--- config.mk ---
export PLATFORM = sky130hd
export DESIGN_NAME = link_reconnect_backoff_fsm_flat
export DESIGN_NICKNAME = d
export VERILOG_FILES = /design/src/rtl/lrb_pkg.sv /design/src/rtl/lrb_in_if.sv /design/src/rtl/lrb_out_if.sv /design/src/rtl/link_reconnect_backoff_fsm.sv /design/src/flat_wrapper.sv
export SDC_FILE = /design/constraint.sdc
export NUM_CORES = 1
export LEC_CHECK = 0
export ABC_AREA = 1
export BUFFER_PORTS_ARGS = -buffer_cell sky130_fd_sc_hd__buf_2
export CORE_MARGIN = 8
export CORE_UTILIZATION = 61
export CTS_BUF_LIST = sky130_fd_sc_hd__clkbuf_4
export CTS_CLUSTER_DIAMETER = 150
export DETAILED_ROUTE_END_ITERATION = 12
export PLACE_DENSITY_LB_ADDON = 0.05
export SLEW_MARGIN = 5
export SYNTH_ARGS = -nofsm -noshare
export SYNTH_HDL_FRONTEND = slang
export SYNTH_SLANG_ARGS = --single-unit
--- constraint.sdc ---
create_clock -name clk -period 3.95 [get_ports clk]
set_clock_uncertainty 0.15 [all_clocks]
set_input_delay 0.5925 -clock clk [delete_from_list [all_inputs] [get_ports clk]]
set_output_delay 0.5925 -clock clk [all_outputs]
set_load 0.02 [all_outputs]
--- src/rtl/lrb_pkg.sv ---
`timescale 1ns / 1ps
// ----------------------------------------------------------------------------
// lrb_pkg
// Shared types, codes and helpers for the link reconnect backoff supervisor.
// ----------------------------------------------------------------------------
package lrb_pkg;

	localparam int OP_W    = 3;
	localparam int TS_W    = 3;
	localparam int CODE_W  = 3;
	localparam int ATT_W   = 9;
	localparam int TOTAL_W = 16;
	localparam int MAXA_W  = 8;
	localparam int DELAY_W = 16;
	localparam int ADDR_W  = 4;
	localparam int DATA_W  = 32;

	localparam logic [TOTAL_W-1:0] TOTAL_MAX = '1;
	localparam logic [ATT_W-1:0]   SHIFT_LIMIT = ATT_W'(17);

	// register reset values
	localparam logic [MAXA_W-1:0]  MAX_ATTEMPTS_RST  = MAXA_W'(5);
	localparam logic [DELAY_W-1:0] BASE_DELAY_RST    = DELAY_W'(1000);
	localparam logic [DELAY_W-1:0] MAX_DELAY_RST     = DELAY_W'(30000);

	typedef enum logic [1:0] {
		REG_MAX_ATTEMPTS = 2'd0,
		REG_BASE_DELAY   = 2'd1,
		REG_MAX_DELAY    = 2'd2,
		REG_NONE         = 2'd3
	} reg_idx_t;

	typedef enum logic [OP_W-1:0] {
		OP_EVENT      = 3'd0,
		OP_TICK       = 3'd1,
		OP_CONNECT    = 3'd2,
		OP_DISCONNECT = 3'd3,
		OP_REFUSED    = 3'd4
	} op_t;

	typedef enum logic [TS_W-1:0] {
		TS_DISCONNECTED = 3'd0,
		TS_CONNECTING   = 3'd1,
		TS_CONNECTED    = 3'd2,
		TS_READY        = 3'd3,
		TS_FAILED       = 3'd4
	} ts_t;

	// reported connection codes
	localparam logic [CODE_W-1:0] CODE_DISC         = 3'd0;
	localparam logic [CODE_W-1:0] CODE_CONNECTING   = 3'd1;
	localparam logic [CODE_W-1:0] CODE_CONNECTED    = 3'd2;
	localparam logic [CODE_W-1:0] CODE_RECONNECTING = 3'd3;
	localparam logic [CODE_W-1:0] CODE_FAILED       = 3'd4;

	typedef enum logic [4:0] {
		LS_DISC         = 5'b00001,
		LS_CONNECTING   = 5'b00010,
		LS_CONNECTED    = 5'b00100,
		LS_RECONNECTING = 5'b01000,
		LS_FAILED       = 5'b10000
	} link_st_t;

	function automatic logic [CODE_W-1:0] link_code(input link_st_t st);
		logic [CODE_W-1:0] c;
		case (st)
			LS_DISC:         c = CODE_DISC;
			LS_CONNECTING:   c = CODE_CONNECTING;
			LS_CONNECTED:    c = CODE_CONNECTED;
			LS_RECONNECTING: c = CODE_RECONNECTING;
			LS_FAILED:       c = CODE_FAILED;
			default:         c = CODE_DISC;
		endcase
		return c;
	endfunction

	// min(base << attempt, cap); zero base gives zero
	function automatic logic [DELAY_W-1:0] backoff_delay(
		input logic [DELAY_W-1:0] base,
		input logic [DELAY_W-1:0] cap,
		input logic [ATT_W-1:0]   att
	);
		logic [2*DELAY_W-1:0] d;
		logic [DELAY_W-1:0]   r;
		d = {{DELAY_W{1'b0}}, base} << att[4:0];
		if (base == '0)
			r = '0;
		else if (att >= SHIFT_LIMIT)
			r = cap;
		else if (d >= {{DELAY_W{1'b0}}, cap})
			r = cap;
		else
			r = d[DELAY_W-1:0];
		return r;
	endfunction

endpackage

--- src/rtl/lrb_in_if.sv ---
`timescale 1ns / 1ps
// ----------------------------------------------------------------------------
// lrb_in_if
// Event channel: valid/ready with op, transport state and address check.
// ----------------------------------------------------------------------------
interface lrb_in_if;
	logic                        valid;
	logic                        ready;
	logic [lrb_pkg::OP_W-1:0]    op;
	logic [lrb_pkg::TS_W-1:0]    transport_state;
	logic                        url_ok;

	modport source (output valid, output op, output transport_state, output url_ok,
		input ready);
	modport sink (input valid, input op, input transport_state, input url_ok,
		output ready);
endinterface

--- src/rtl/lrb_out_if.sv ---
`timescale 1ns / 1ps
// ----------------------------------------------------------------------------
// lrb_out_if
// Result channel: valid/ready with status, state, attempt and counters.
// ----------------------------------------------------------------------------
interface lrb_out_if;
	logic                          valid;
	logic                          ready;
	logic                          status_valid;
	logic [lrb_pkg::CODE_W-1:0]    conn_state;
	logic                          start_attempt;
	logic [lrb_pkg::ATT_W-1:0]     attempt_number;
	logic [lrb_pkg::TOTAL_W-1:0]   total_reconnects;

	modport source (output valid, output status_valid, output conn_state,
		output start_attempt, output attempt_number, output total_reconnects,
		input ready);
	modport sink (input valid, input status_valid, input conn_state,
		input start_attempt, input attempt_number, input total_reconnects,
		output ready);
endinterface

--- src/rtl/link_reconnect_backoff_fsm.sv ---
`timescale 1ns / 1ps
// ----------------------------------------------------------------------------
// link_reconnect_backoff_fsm
// Connection supervisor with capped exponential backoff between retries.
//
//  channel   dir  handshake            payload
//  in_ch     in   valid/ready          op, transport_state, url_ok
//  out_ch    out  valid/ready          status_valid, conn_state, start_attempt,
//                                      attempt_number, total_reconnects
//  apb       in   psel/penable/pready  paddr[3:0], pwdata, prdata
//
//  The event register loads at the accepting edge; the result register loads
//  while it is empty or out_ch.ready is high, at one transaction per cycle.
//  The event register and the result register each hold one transaction;
//  a stalled result holds the event register, then in_ch.ready drops.
//  arst_n clears state, counters, valid flags and configuration registers to their defaults.
// ----------------------------------------------------------------------------
module link_reconnect_backoff_fsm (
	input  logic                          clk,
	input  logic                          arst_n,
	lrb_in_if.sink                        in_ch,
	lrb_out_if.source                     out_ch,
	input  logic                          psel,
	input  logic                          penable,
	input  logic                          pwrite,
	input  logic [lrb_pkg::ADDR_W-1:0]    paddr,
	input  logic [lrb_pkg::DATA_W-1:0]    pwdata,
	output logic [lrb_pkg::DATA_W-1:0]    prdata,
	output logic                          pready
);

	// configuration
	logic [lrb_pkg::MAXA_W-1:0]  max_attempts_q;
	logic [lrb_pkg::DELAY_W-1:0] base_delay_q;
	logic [lrb_pkg::DELAY_W-1:0] max_delay_q;
	lrb_pkg::reg_idx_t           reg_idx;

	// event register
	logic                        s1_valid;
	logic [lrb_pkg::OP_W-1:0]    op_s1;
	logic [lrb_pkg::TS_W-1:0]    ts_s1;
	logic                        url_ok_s1;
	logic                        adv;

	// supervisor state
	lrb_pkg::link_st_t           link_q,      link_d;
	logic                        retrying_q,  retrying_d;
	logic                        stopped_q,   stopped_d;
	logic                        session_q,   session_d;
	logic                        held_q,      held_d;
	logic                        armed_q,     armed_d;
	logic [lrb_pkg::ATT_W-1:0]   att_q,       att_d;
	logic [lrb_pkg::TOTAL_W-1:0] total_q,     total_d;
	logic [lrb_pkg::DELAY_W-1:0] countdown_q, countdown_d;
	logic                        status_d;
	logic                        start_d;

	logic [lrb_pkg::DELAY_W-1:0] delay;
	logic [lrb_pkg::DELAY_W-1:0] cd_dec;
	logic [lrb_pkg::ATT_W-1:0]   att_inc;

	// result register
	logic                        out_valid_q;

	assign pready  = 1'b1;
	assign reg_idx = lrb_pkg::reg_idx_t'(paddr[3:2]);

	always_comb begin
		case (reg_idx)
			lrb_pkg::REG_MAX_ATTEMPTS: prdata = lrb_pkg::DATA_W'(max_attempts_q);
			lrb_pkg::REG_BASE_DELAY:   prdata = lrb_pkg::DATA_W'(base_delay_q);
			lrb_pkg::REG_MAX_DELAY:    prdata = lrb_pkg::DATA_W'(max_delay_q);
			default:                   prdata = '0;
		endcase
	end

	always_ff @(posedge clk or negedge arst_n) begin
		if (!arst_n) begin
			max_attempts_q <= lrb_pkg::MAX_ATTEMPTS_RST;
			base_delay_q   <= lrb_pkg::BASE_DELAY_RST;
			max_delay_q    <= lrb_pkg::MAX_DELAY_RST;
		end else if (psel && penable && pwrite && pready) begin
			case (reg_idx)
				lrb_pkg::REG_MAX_ATTEMPTS: max_attempts_q <= pwdata[lrb_pkg::MAXA_W-1:0];
				lrb_pkg::REG_BASE_DELAY:   base_delay_q   <= pwdata[lrb_pkg::DELAY_W-1:0];
				lrb_pkg::REG_MAX_DELAY:    max_delay_q    <= pwdata[lrb_pkg::DELAY_W-1:0];
				default: ;
			endcase
		end
	end

	// handshake
	assign adv         = s1_valid && (!out_valid_q || out_ch.ready);
	assign in_ch.ready = !s1_valid || adv;

	always_ff @(posedge clk or negedge arst_n) begin
		if (!arst_n) begin
			s1_valid <= 1'b0;
		end else if (in_ch.ready) begin
			s1_valid <= in_ch.valid;
		end
	end

	always_ff @(posedge clk) begin
		if (in_ch.valid && in_ch.ready) begin
			op_s1     <= in_ch.op;
			ts_s1     <= in_ch.transport_state;
			url_ok_s1 <= in_ch.url_ok;
		end
	end

	assign delay   = lrb_pkg::backoff_delay(base_delay_q, max_delay_q, att_q);
	assign cd_dec  = (countdown_q != '0) ? countdown_q - 1'b1 : '0;
	assign att_inc = att_q + 1'b1;

	// next state
	always_comb begin
		link_d      = link_q;
		retrying_d  = retrying_q;
		stopped_d   = stopped_q;
		session_d   = session_q;
		held_d      = held_q;
		armed_d     = armed_q;
		att_d       = att_q;
		total_d     = total_q;
		countdown_d = countdown_q;
		status_d    = 1'b0;
		start_d     = 1'b0;
		case (op_s1)
			lrb_pkg::OP_EVENT: begin
				if (retrying_q) begin
					if (ts_s1 == lrb_pkg::TS_READY) begin
						retrying_d = 1'b0;
						att_d      = '0;
						armed_d    = 1'b0;
						link_d     = lrb_pkg::LS_CONNECTED;
						status_d   = 1'b1;
					end else if (ts_s1 == lrb_pkg::TS_FAILED) begin
						if (att_q < lrb_pkg::ATT_W'(max_attempts_q)) begin
							countdown_d = delay;
							armed_d     = 1'b1;
						end else begin
							retrying_d = 1'b0;
							armed_d    = 1'b0;
							link_d     = lrb_pkg::LS_FAILED;
							status_d   = 1'b1;
						end
					end
				end else begin
					case (ts_s1)
						lrb_pkg::TS_DISCONNECTED: begin
							link_d   = lrb_pkg::LS_DISC;
							status_d = 1'b1;
						end
						lrb_pkg::TS_CONNECTING, lrb_pkg::TS_CONNECTED: begin
							link_d   = lrb_pkg::LS_CONNECTING;
							status_d = 1'b1;
						end
						lrb_pkg::TS_READY: begin
							link_d   = lrb_pkg::LS_CONNECTED;
							att_d    = '0;
							status_d = 1'b1;
						end
						lrb_pkg::TS_FAILED: begin
							status_d = 1'b1;
							if (max_attempts_q != '0 && !stopped_q) begin
								retrying_d  = 1'b1;
								att_d       = '0;
								link_d      = lrb_pkg::LS_RECONNECTING;
								countdown_d = '0;
								armed_d     = 1'b1;
							end else begin
								link_d = lrb_pkg::LS_FAILED;
							end
						end
						default: ;
					endcase
				end
			end
			lrb_pkg::OP_TICK: begin
				if (session_q && retrying_q && armed_q) begin
					countdown_d = cd_dec;
					if (cd_dec == '0) begin
						att_d   = att_inc;
						armed_d = 1'b0;
						if (total_q != lrb_pkg::TOTAL_MAX)
							total_d = total_q + 1'b1;
						if (att_inc > lrb_pkg::ATT_W'(max_attempts_q)) begin
							retrying_d = 1'b0;
							link_d     = lrb_pkg::LS_FAILED;
							status_d   = 1'b1;
						end else begin
							held_d  = 1'b1;
							start_d = 1'b1;
						end
					end
				end
			end
			lrb_pkg::OP_CONNECT: begin
				if (link_q != lrb_pkg::LS_CONNECTING && link_q != lrb_pkg::LS_CONNECTED &&
					link_q != lrb_pkg::LS_RECONNECTING) begin
					if (!url_ok_s1) begin
						link_d   = lrb_pkg::LS_FAILED;
						status_d = 1'b1;
					end else begin
						stopped_d  = 1'b0;
						retrying_d = 1'b0;
						att_d      = '0;
						total_d    = '0;
						armed_d    = 1'b0;
						held_d     = 1'b1;
						session_d  = 1'b1;
						start_d    = 1'b1;
					end
				end
			end
			lrb_pkg::OP_DISCONNECT: begin
				if (!(link_q == lrb_pkg::LS_DISC && !session_q && !held_q)) begin
					stopped_d  = 1'b1;
					retrying_d = 1'b0;
					session_d  = 1'b0;
					held_d     = 1'b0;
					armed_d    = 1'b0;
					link_d     = lrb_pkg::LS_DISC;
					status_d   = 1'b1;
				end
			end
			lrb_pkg::OP_REFUSED: begin
				held_d = 1'b0;
				if (retrying_q) begin
					countdown_d = delay;
					armed_d     = 1'b1;
				end else begin
					armed_d   = 1'b0;
					session_d = 1'b0;
				end
			end
			default: ;
		endcase
	end

	always_ff @(posedge clk or negedge arst_n) begin
		if (!arst_n) begin
			link_q      <= lrb_pkg::LS_DISC;
			retrying_q  <= 1'b0;
			stopped_q   <= 1'b0;
			session_q   <= 1'b0;
			held_q      <= 1'b0;
			armed_q     <= 1'b0;
			att_q       <= '0;
			total_q     <= '0;
			countdown_q <= '0;
		end else if (adv) begin
			link_q      <= link_d;
			retrying_q  <= retrying_d;
			stopped_q   <= stopped_d;
			session_q   <= session_d;
			held_q      <= held_d;
			armed_q     <= armed_d;
			att_q       <= att_d;
			total_q     <= total_d;
			countdown_q <= countdown_d;
		end
	end

	always_ff @(posedge clk or negedge arst_n) begin
		if (!arst_n) begin
			out_valid_q <= 1'b0;
		end else if (adv) begin
			out_valid_q <= 1'b1;
		end else if (out_ch.ready) begin
			out_valid_q <= 1'b0;
		end
	end

	always_ff @(posedge clk) begin
		if (adv) begin
			out_ch.status_valid     <= status_d;
			out_ch.conn_state       <= lrb_pkg::link_code(link_d);
			out_ch.start_attempt    <= start_d;
			out_ch.attempt_number   <= att_d;
			out_ch.total_reconnects <= total_d;
		end
	end

	assign out_ch.valid = out_valid_q;

	a_armed_only_retrying: assert property (@(posedge clk) disable iff (!arst_n)
		armed_q |-> retrying_q)
		else $error("retry timer armed outside reconnecting");

	a_retry_matches_state: assert property (@(posedge clk) disable iff (!arst_n)
		retrying_q == (link_q == lrb_pkg::LS_RECONNECTING))
		else $error("retrying flag and link state disagree");

	a_start_no_status: assert property (@(posedge clk) disable iff (!arst_n)
		out_valid_q |-> !(out_ch.start_attempt && out_ch.status_valid))
		else $error("attempt start reported together with status");

	a_adv_gives_result: assert property (@(posedge clk) disable iff (!arst_n)
		adv |=> out_valid_q)
		else $error("processed transaction did not reach result register");

endmodule
--- src/flat_wrapper.sv ---
// flat-port wrapper written by rule: the top's interface ports become plain ports
module link_reconnect_backoff_fsm_flat 
  (clk, arst_n, psel, penable, pwrite, paddr, pwdata, prdata, pready, in_ch_valid, in_ch_op, in_ch_transport_state, in_ch_url_ok, in_ch_ready, out_ch_valid, out_ch_status_valid, out_ch_conn_state, out_ch_start_attempt, out_ch_attempt_number, out_ch_total_reconnects, out_ch_ready);
  lrb_in_if in_ch_i ();
  lrb_out_if out_ch_i ();
  input  logic clk;
  input  logic arst_n;
  input  logic psel;
  input  logic penable;
  input  logic pwrite;
  input  logic [lrb_pkg::ADDR_W-1:0] paddr;
  input  logic [lrb_pkg::DATA_W-1:0] pwdata;
  output logic [lrb_pkg::DATA_W-1:0] prdata;
  output logic pready;
  input wire logic [$bits(in_ch_i.valid)-1:0] in_ch_valid;
  input wire logic [$bits(in_ch_i.op)-1:0] in_ch_op;
  input wire logic [$bits(in_ch_i.transport_state)-1:0] in_ch_transport_state;
  input wire logic [$bits(in_ch_i.url_ok)-1:0] in_ch_url_ok;
  output wire logic [$bits(in_ch_i.ready)-1:0] in_ch_ready;
  output wire logic [$bits(out_ch_i.valid)-1:0] out_ch_valid;
  output wire logic [$bits(out_ch_i.status_valid)-1:0] out_ch_status_valid;
  output wire logic [$bits(out_ch_i.conn_state)-1:0] out_ch_conn_state;
  output wire logic [$bits(out_ch_i.start_attempt)-1:0] out_ch_start_attempt;
  output wire logic [$bits(out_ch_i.attempt_number)-1:0] out_ch_attempt_number;
  output wire logic [$bits(out_ch_i.total_reconnects)-1:0] out_ch_total_reconnects;
  input wire logic [$bits(out_ch_i.ready)-1:0] out_ch_ready;
  assign in_ch_i.valid = in_ch_valid;
  assign in_ch_i.op = in_ch_op;
  assign in_ch_i.transport_state = in_ch_transport_state;
  assign in_ch_i.url_ok = in_ch_url_ok;
  assign in_ch_ready = in_ch_i.ready;
  assign out_ch_valid = out_ch_i.valid;
  assign out_ch_status_valid = out_ch_i.status_valid;
  assign out_ch_conn_state = out_ch_i.conn_state;
  assign out_ch_start_attempt = out_ch_i.start_attempt;
  assign out_ch_attempt_number = out_ch_i.attempt_number;
  assign out_ch_total_reconnects = out_ch_i.total_reconnects;
  assign out_ch_i.ready = out_ch_ready;
  link_reconnect_backoff_fsm u_core (.clk(clk), .arst_n(arst_n), .in_ch(in_ch_i), .out_ch(out_ch_i), .psel(psel), .penable(penable), .pwrite(pwrite), .paddr(paddr), .pwdata(pwdata), .prdata(prdata), .pready(pready));
endmodule
## Yosys cells after proc, flatten, opt, wreduce, memory -nomap -nowiden

Cells that the tools add are included.

| operators by class | value |
|---|---|
| eq/ne operators | 33 |
| reduce and logical (&&, ||, !) cells | 43 |
| div/mod/pow operators | 0 |
| multiply operators | 0 |
| add/sub/neg operators | 3 |
| shift-type cells | 1 |
| muxes and demuxes | 95 |
| $lt $le $gt $ge | 4 |
| bitwise logic cells | 0 |

Operators by type and width:

| operator | count |
|---|---|
| 2-to-1 mux 16 bit | 17 |
| one-hot mux 16 bit (3 select lines) | 2 |
| 2-to-1 mux 9 bit | 7 |
| 2-to-1 mux 5 bit | 11 |
| 2-to-1 mux 1 bit | 45 |
| one-hot mux 5 bit (4 select lines) | 2 |
| greater-or-equal comparator 32 x 16 -> 1 bit | 1 |
| zero test 16 bit | 2 |
| one-hot mux 16 bit (2 select lines) | 1 |
| << shifter 16 x 5 -> 32 bit | 1 |
| one-hot mux 9 bit (3 select lines) | 1 |
| one-hot mux 9 bit (2 select lines) | 1 |
| adder 16 x 1 -> 16 bit (second input constant) | 1 |
| inequality test 16 bit (second input constant) | 1 |
| AND reduction 8 bit | 2 |
| nonzero test 16 bit | 1 |
| subtractor 16 x 1 -> 16 bit (second input constant) | 1 |
| == test 3 x 2 -> 1 bit (second input constant) | 4 |
| inequality test 2 x 1 -> 1 bit (second input constant) | 6 |
| one-hot mux 1 bit (4 select lines) | 3 |
| one-hot mux 3 bit (4 select lines) | 1 |
| logical AND 1 bit | 11 |
| AND reduction 10 bit | 1 |
| adder 9 x 1 -> 9 bit (second input constant) | 1 |
| 36 further kinds | 55 |

| storage, ports and cells | value |
|---|---|
| memories | 0 |
| output and inout port bits | 65 |
| RAM bits | 0 |
| bits in registers | 130 |
| bits of input ports | 50 |
| latch bits | 0 |
| ROM bits | 0 |
| word-level logic and storage cells | 201 |

## Longest topological paths before layout

| depth | value |
|---|---|
| word-level depth | 10 |
| depth in mapped cells | 26 |
| mapped depth without buffers | 24 |

## Worst setup path before layout

No wires, ideal clock.

| timing path | value |
|---|---|
| kind | reg2reg |
| start | reg u_core.att_q[3] (netlist bit) |
| end | reg u_core.out_ch.conn_state[0] (data pin) |
| setup time | 0.252 ns |
| cell stages (with the launch flop) | 21 |
| setup slack | 0.915 ns |
| arrival | 2.633 ns |
| data required time | 3.548 ns |
| path buffers | 2 |
| period minus slack after synthesis | 3.035 ns |
| cells stage by stage | dfrtp_1 clkbuf_1 clkbuf_1 nor2_1 nor3_1 a21oi_1 inv_1 ha_1 a21o_1 a21oi_1 a21oi_1 o21ai_0 nand2_1 nand3_2 nand2_1 nand3b_1 inv_1 nand2_1 inv_1 nand2_1 nand2_1 |

| on the way | value |
|---|---|
| cells in the longest elaborated chain, start to end | 8 |
| elaborated cells between the ends (all ways) | 16 |
| classes of those cells | add/sub (1); order compare (2); eq/ne (4); mux (9) |

Ends and longest elaborated chain:

| element | RTL line | source |
|---|---|---|
| start, declared | link_reconnect_backoff_fsm.sv:52 | `logic [lrb_pkg::ATT_W-1:0] att_q, att_d;` |
| start signal, assigned | link_reconnect_backoff_fsm.sv:260 | `att_q <= att_d;` |
| adder 9 x 1 -> 9 bit / less-than comparator 9 x 8 -> 1 bit (equally long branches) | link_reconnect_backoff_fsm.sv:114, link_reconnect_backoff_fsm.sv:139 |  |
| greater-than comparator 9 x 8 -> 1 bit / 2-to-1 mux 5 bit (equally long branches) | link_reconnect_backoff_fsm.sv:188, link_reconnect_backoff_fsm.sv:139 |  |
| 2-to-1 mux 5 bit (on tied branches) | link_reconnect_backoff_fsm.sv:188, link_reconnect_backoff_fsm.sv:138 |  |
| 2-to-1 mux 5 bit (on tied branches) | link_reconnect_backoff_fsm.sv:183, link_reconnect_backoff_fsm.sv:132 |  |
| 2-to-1 mux 5 bit (on tied branches) | link_reconnect_backoff_fsm.sv:181, link_reconnect_backoff_fsm.sv:131 |  |
| one-hot mux 5 bit (4 select lines) (*) | link_reconnect_backoff_fsm.sv:129 | `case (op_s1)` |
| == test 5 bit, or another cell as far along | lrb_pkg.sv:66 | `case (st)` |
| one-hot mux 3 bit (4 select lines) (*) | lrb_pkg.sv:66 |  |
| end signal, assigned | link_reconnect_backoff_fsm.sv:279 | `out_ch.conn_state <= lrb_pkg::link_code(link_d);` |
| end, declared | lrb_out_if.sv:15 | `modport source (output valid, output status_valid, output conn_state,` |

Every way passes the cells marked *; elsewhere a longest branch is shown, timed or not.
A chain may end at the register's enable or synchronous reset.

## Final worst setup path

| timing path | value |
|---|---|
| start | reg u_core.att_q[0] (netlist bit) |
| end | reg u_core.countdown_q[11] (netlist bit) |

| on the way | value |
|---|---|
| cells in the longest elaborated chain, start to end | 10 |
| elaborated cells between the ends (all ways) | 15 |
| classes of those cells | order compare (3); eq/ne (1); shift (1); mux (9); reduce/logical (1) |

Ends and longest elaborated chain:

| element | RTL line | source |
|---|---|---|
| << shifter 16 x 5 -> 32 bit | lrb_pkg.sv:85 | `d = {{DELAY_W{1'b0}}, base} << att[4:0];` |
| greater-or-equal comparator 32 x 16 -> 1 bit | lrb_pkg.sv:90 | `else if (d >= {{DELAY_W{1'b0}}, cap})` |
| 2-to-1 mux 16 bit | lrb_pkg.sv:90 |  |
| 2-to-1 mux 16 bit | lrb_pkg.sv:88 | `else if (att >= SHIFT_LIMIT)` |
| 2-to-1 mux 16 bit | lrb_pkg.sv:86 | `if (base == '0)` |
| 2-to-1 mux 16 bit | link_reconnect_backoff_fsm.sv:139 | `if (att_q < lrb_pkg::ATT_W'(max_attempts_q)) begin` |
| 2-to-1 mux 16 bit | link_reconnect_backoff_fsm.sv:138 | `end else if (ts_s1 == lrb_pkg::TS_FAILED) begin` |
| 2-to-1 mux 16 bit | link_reconnect_backoff_fsm.sv:132 | `if (ts_s1 == lrb_pkg::TS_READY) begin` |
| 2-to-1 mux 16 bit | link_reconnect_backoff_fsm.sv:131 | `if (retrying_q) begin` |
| one-hot mux 16 bit (3 select lines) | link_reconnect_backoff_fsm.sv:129 |  |
| end signal, assigned | link_reconnect_backoff_fsm.sv:262 | `countdown_q <= countdown_d;` |
| end, declared | link_reconnect_backoff_fsm.sv:54 | `logic [lrb_pkg::DELAY_W-1:0] countdown_q, countdown_d;` |

Parallel ways exist; a longest one is shown, timed or not. The select of a mux whose other input is x is not followed.

==> out/results.txt <==
status: complete, no violations
Critical Path Fanout Max: 25
Post-route DRC: 0
Num CTS Buffers: 17
NetSw: 2.491 mW
Synth Register Bits: 130
internal power: 3.144 mW
power share of the combinational group: 44.1%
PwrDens: 536.0 mW/mm²
row cnt: 46
ys async rst share: 71.54%
crit path capture type: flop
Clock Tree Buf Depth: 2
RSZ-0062 raised after global routing: no
max-slew violations: 0
ANT nets after route: 0
number of buffers added on ports: 79
chip height: 142.1 µm
layout net count: 1578
clock share of power: 19.6%
share of cells above drive strength 1: 12.03%
commonest non-fill, non-tap cell in the layout: nand2_1
worst path required time: 4.29 ns
CP Class: flop to flop
GR Util All Layers: 25.35%
I/O Pins: 115
WL per Instance: 14.64 µm
Die X: 142.1 µm
Switching Share: 44.21%
area share of the largest cell type after synthesis: 19.87%
DP HPWL: 19050 µm
initial antenna violation count: 1
Clock Tree Root: clkbuf_4
relative slew slack: 26.17%
worst reg2reg path depth: 17
Via density: 5.501
Worst Slack Setup Final: 0.5051 ns
Worst path slowest cell: o21ai_0
initial core utilization: 61.71%
WP buf/inv: 2
CTS tree: built
Lkg Pwr: 5.314 nW
CTS sink cnt: 130
syn_area_per_cell: 6.775 µm²
PostCTS Resize Cnt: 0
clock slew at reported path FFs: 0.12 ns
worst min path class: input pin to flop
top cells by area, synth: dfrtp_1 (20%), nand2_1 (17%), edfxtp_1 (11%)
cell taking the most area after synthesis: dfrtp_1
gp weighted congestion: 0.9313
CTS Hold Buffers Added: 0
FMAX: 290.3 MHz
Mapped Area: 0.009696 mm²
die area: 0.02018 mm²
DP Worst Slack: 0.6174 ns
wirelength, routed: 25190 µm
Final Cycle Share: 87.21%
Vias: 9468
synth unique cells: 50
global route overflow: 0
slowest stage delay, CP: 0.40 ns
WHS Path Cells: 1
htree depth: 4
CP delay by family, top: compound AO/OA/AOI/OAI gates
number of synthesized flops with an enable pin: 37
Post-CTS Setup Inserts: 0
core box area: 0.01571 mm²
vias in the first global route: 8495
Area Overhead vs Synth: 8.439%
drt pass-1 iters: 5
cell mode on critical path: nand2_1
register share of total power: 36.3%
placed cell area: 0.01016 mm²
Fin. Hold Viols: 0
most frequent cells in the layout: nand2_1 (443), inv_1 (158), nor2_1 (137), nand3_1 (132), o21ai_0 (97)
Peak VDD IR: 0.3240 mV
DRT iter0 DRCs: 713
register area share after synthesis: 35.67%
WP depth: 17
worst-skew pair later-pin latency: 0.56 ns
Slew @ Worst Pin: 1.104 ns
max-cap violations: 0
Post-Syn Instances: 1431
wire length of the first global-routing pass: 41320 µm
worst-path cell chain: buf_4 -> nand2_1 -> nand3_1 -> nand2_1 -> o21ai_0 -> nand2_1 -> o21ai_0 -> nand2_1 -> inv_1 -> ha_1 -> a21oi_1 -> o2111ai_1 -> a21oi_4 -> nand3_4 -> nand2_1 -> nand3_1 -> a21oi_1
Startpoint Class: flop
ys flop type: dfrtp_1
Final min period: 3.445 ns
pin count of the biggest net entering global routing: 83
Setup Total Neg Slack: 0 ns
CP Data Arrival Time: 3.78 ns
YS warnings: 0
finished layout cell area: 0.01051 mm²
final setup fails: 0
## power by group through the flow
stage	clock network, mW	registers (mW)	logic (mW)
2_1_floorplan	0	2.03	1.90
3_3_place_gp	0	2.06	2.41
3_5_place_dp	0	2.06	2.47
4_1_cts	1.13	2.04	2.48
5_1_grt	1.17	2.08	2.85
6_report	1.10	2.04	2.49
## cells by family (layout without fill, tap and decap cells)
family	count (synthesis)	after routing	synth area share (%)
AOI/OAI and AO/OA	217	217	12.79
xor gates and xnor gates	13	13	1.174
adders and majority gates	37	37	4.775
buffers and inverters	234	292	10.26
DFF	130	130	35.67
other	2	18	0.07746
and+or+nand+nor	798	798	35.26
## cell usage after synthesis, types with 4 or more instances
cell,n
xor2_1,12
buf_4,19
a31oi_1,7
nand2_1,443
dfstp_2,16
inv_2,5
nand4_1,26
nor3_1,23
nand3_1,132
nand2_2,4
o21ai_1,24
nor2_1,137
buf_2,18
o221ai_1,6
nor2_4,4
clkbuf_1,27
a21oi_1,51
nor4_1,5
o21ai_0,97
nand3b_1,7
nor2_2,7
o22ai_2,5
edfxtp_1,37
inv_1,158
o211ai_1,4
ha_1,37
o21ai_2,5
dfrtp_1,77
## cell type report
class	instances	area [µm²]
multi-input cells	1082	5299
fillers	1525	5199
flip-flops and latches	130	3458
inverters	165	619.3
repair buffers	95	518.0
well taps	216	270.3
clock inverters	14	211.5
clock buffers	18	135.1
diodes	1	2.502
## final timing paths
path | slack [ns] | end | start
setup reg to reg | 0.51 | u_core.countdown_q[11]$_DFFE_PN0P_ | u_core.att_q[0]$_DFFE_PN0P_
min in group asynchronous | 0.06 | u_core.max_delay_q[9]$_DFFE_PN0P_ | arst_n
max in group asynchronous | 2.77 | u_core.total_q[14]$_DFFE_PN0P_ | arst_n
hold / removal | 0.05 | u_core.ts_s1[1]$_DFFE_PP_ | in_ch_transport_state[1]
setup / recovery | 0.51 | u_core.countdown_q[11]$_DFFE_PN0P_ | u_core.att_q[0]$_DFFE_PN0P_
hold reg to reg | 0.35 | u_core.max_delay_q[5]$_DFFE_PN1P_ | u_core.max_delay_q[5]$_DFFE_PN1P_
## flip-flops by register name (all words and copies together) (netlist names)
register                        count
u_core.out_ch.status_valid          1
u_core.out_ch.attempt_number        9
u_core.base_delay_q                16
u_core.max_delay_q                 16
u_core.out_ch.start_attempt         1
u_core.max_attempts_q               8
u_core.retrying_q                   1
u_core.countdown_q                 16
u_core.op_s1                        3
u_core.out_ch.total_reconnects     16
u_core.att_q                        9
u_core.out_ch.valid                 1
u_core.session_q                    1
u_core.out_ch.conn_state            3
u_core.held_q                       1
u_core.total_q                     16
u_core.armed_q                      1
u_core.url_ok_s1                    1
u_core.link_q                       5
u_core.s1_valid                     1
u_core.stopped_q                    1
u_core.ts_s1                        3
## per-layer routing
layer | wire length [µm] | up-vias | global-route usage, %
li1 | - | 4776 | -
met1 | 12000 | 4371 | 36.04
met2 | 11170 | 288 | 39.47
met3 | 1605 | 33 | 3.321
met4 | 409 | 0 | 7.405
met5 | 0 | - | 0
## worst reg2reg max path, delay by kind of cell (launching register included)
family,cells,cell delay [ns]
adders and majority gates,1,0.23
and+or+nand+nor,8,0.93
DFF,1,0.39
AOI/OAI and AO/OA,6,1.32
buffers and inverters,2,0.37
## through the flow
stage	hold slack, ns	total power, mW	util [%]	instances
after floorplan	0.1469	3.930	-	1446
after global placement	0.3159	4.469	64.69	1688
final	0.05283	5.635	66.91	1721
after detailed placement	0.3230	4.531	64.69	1688
after CTS	0.006221	5.644	66.90	1720
after global routing	0.02355	6.099	66.91	1721
Power figures use the tool's default switching activity.
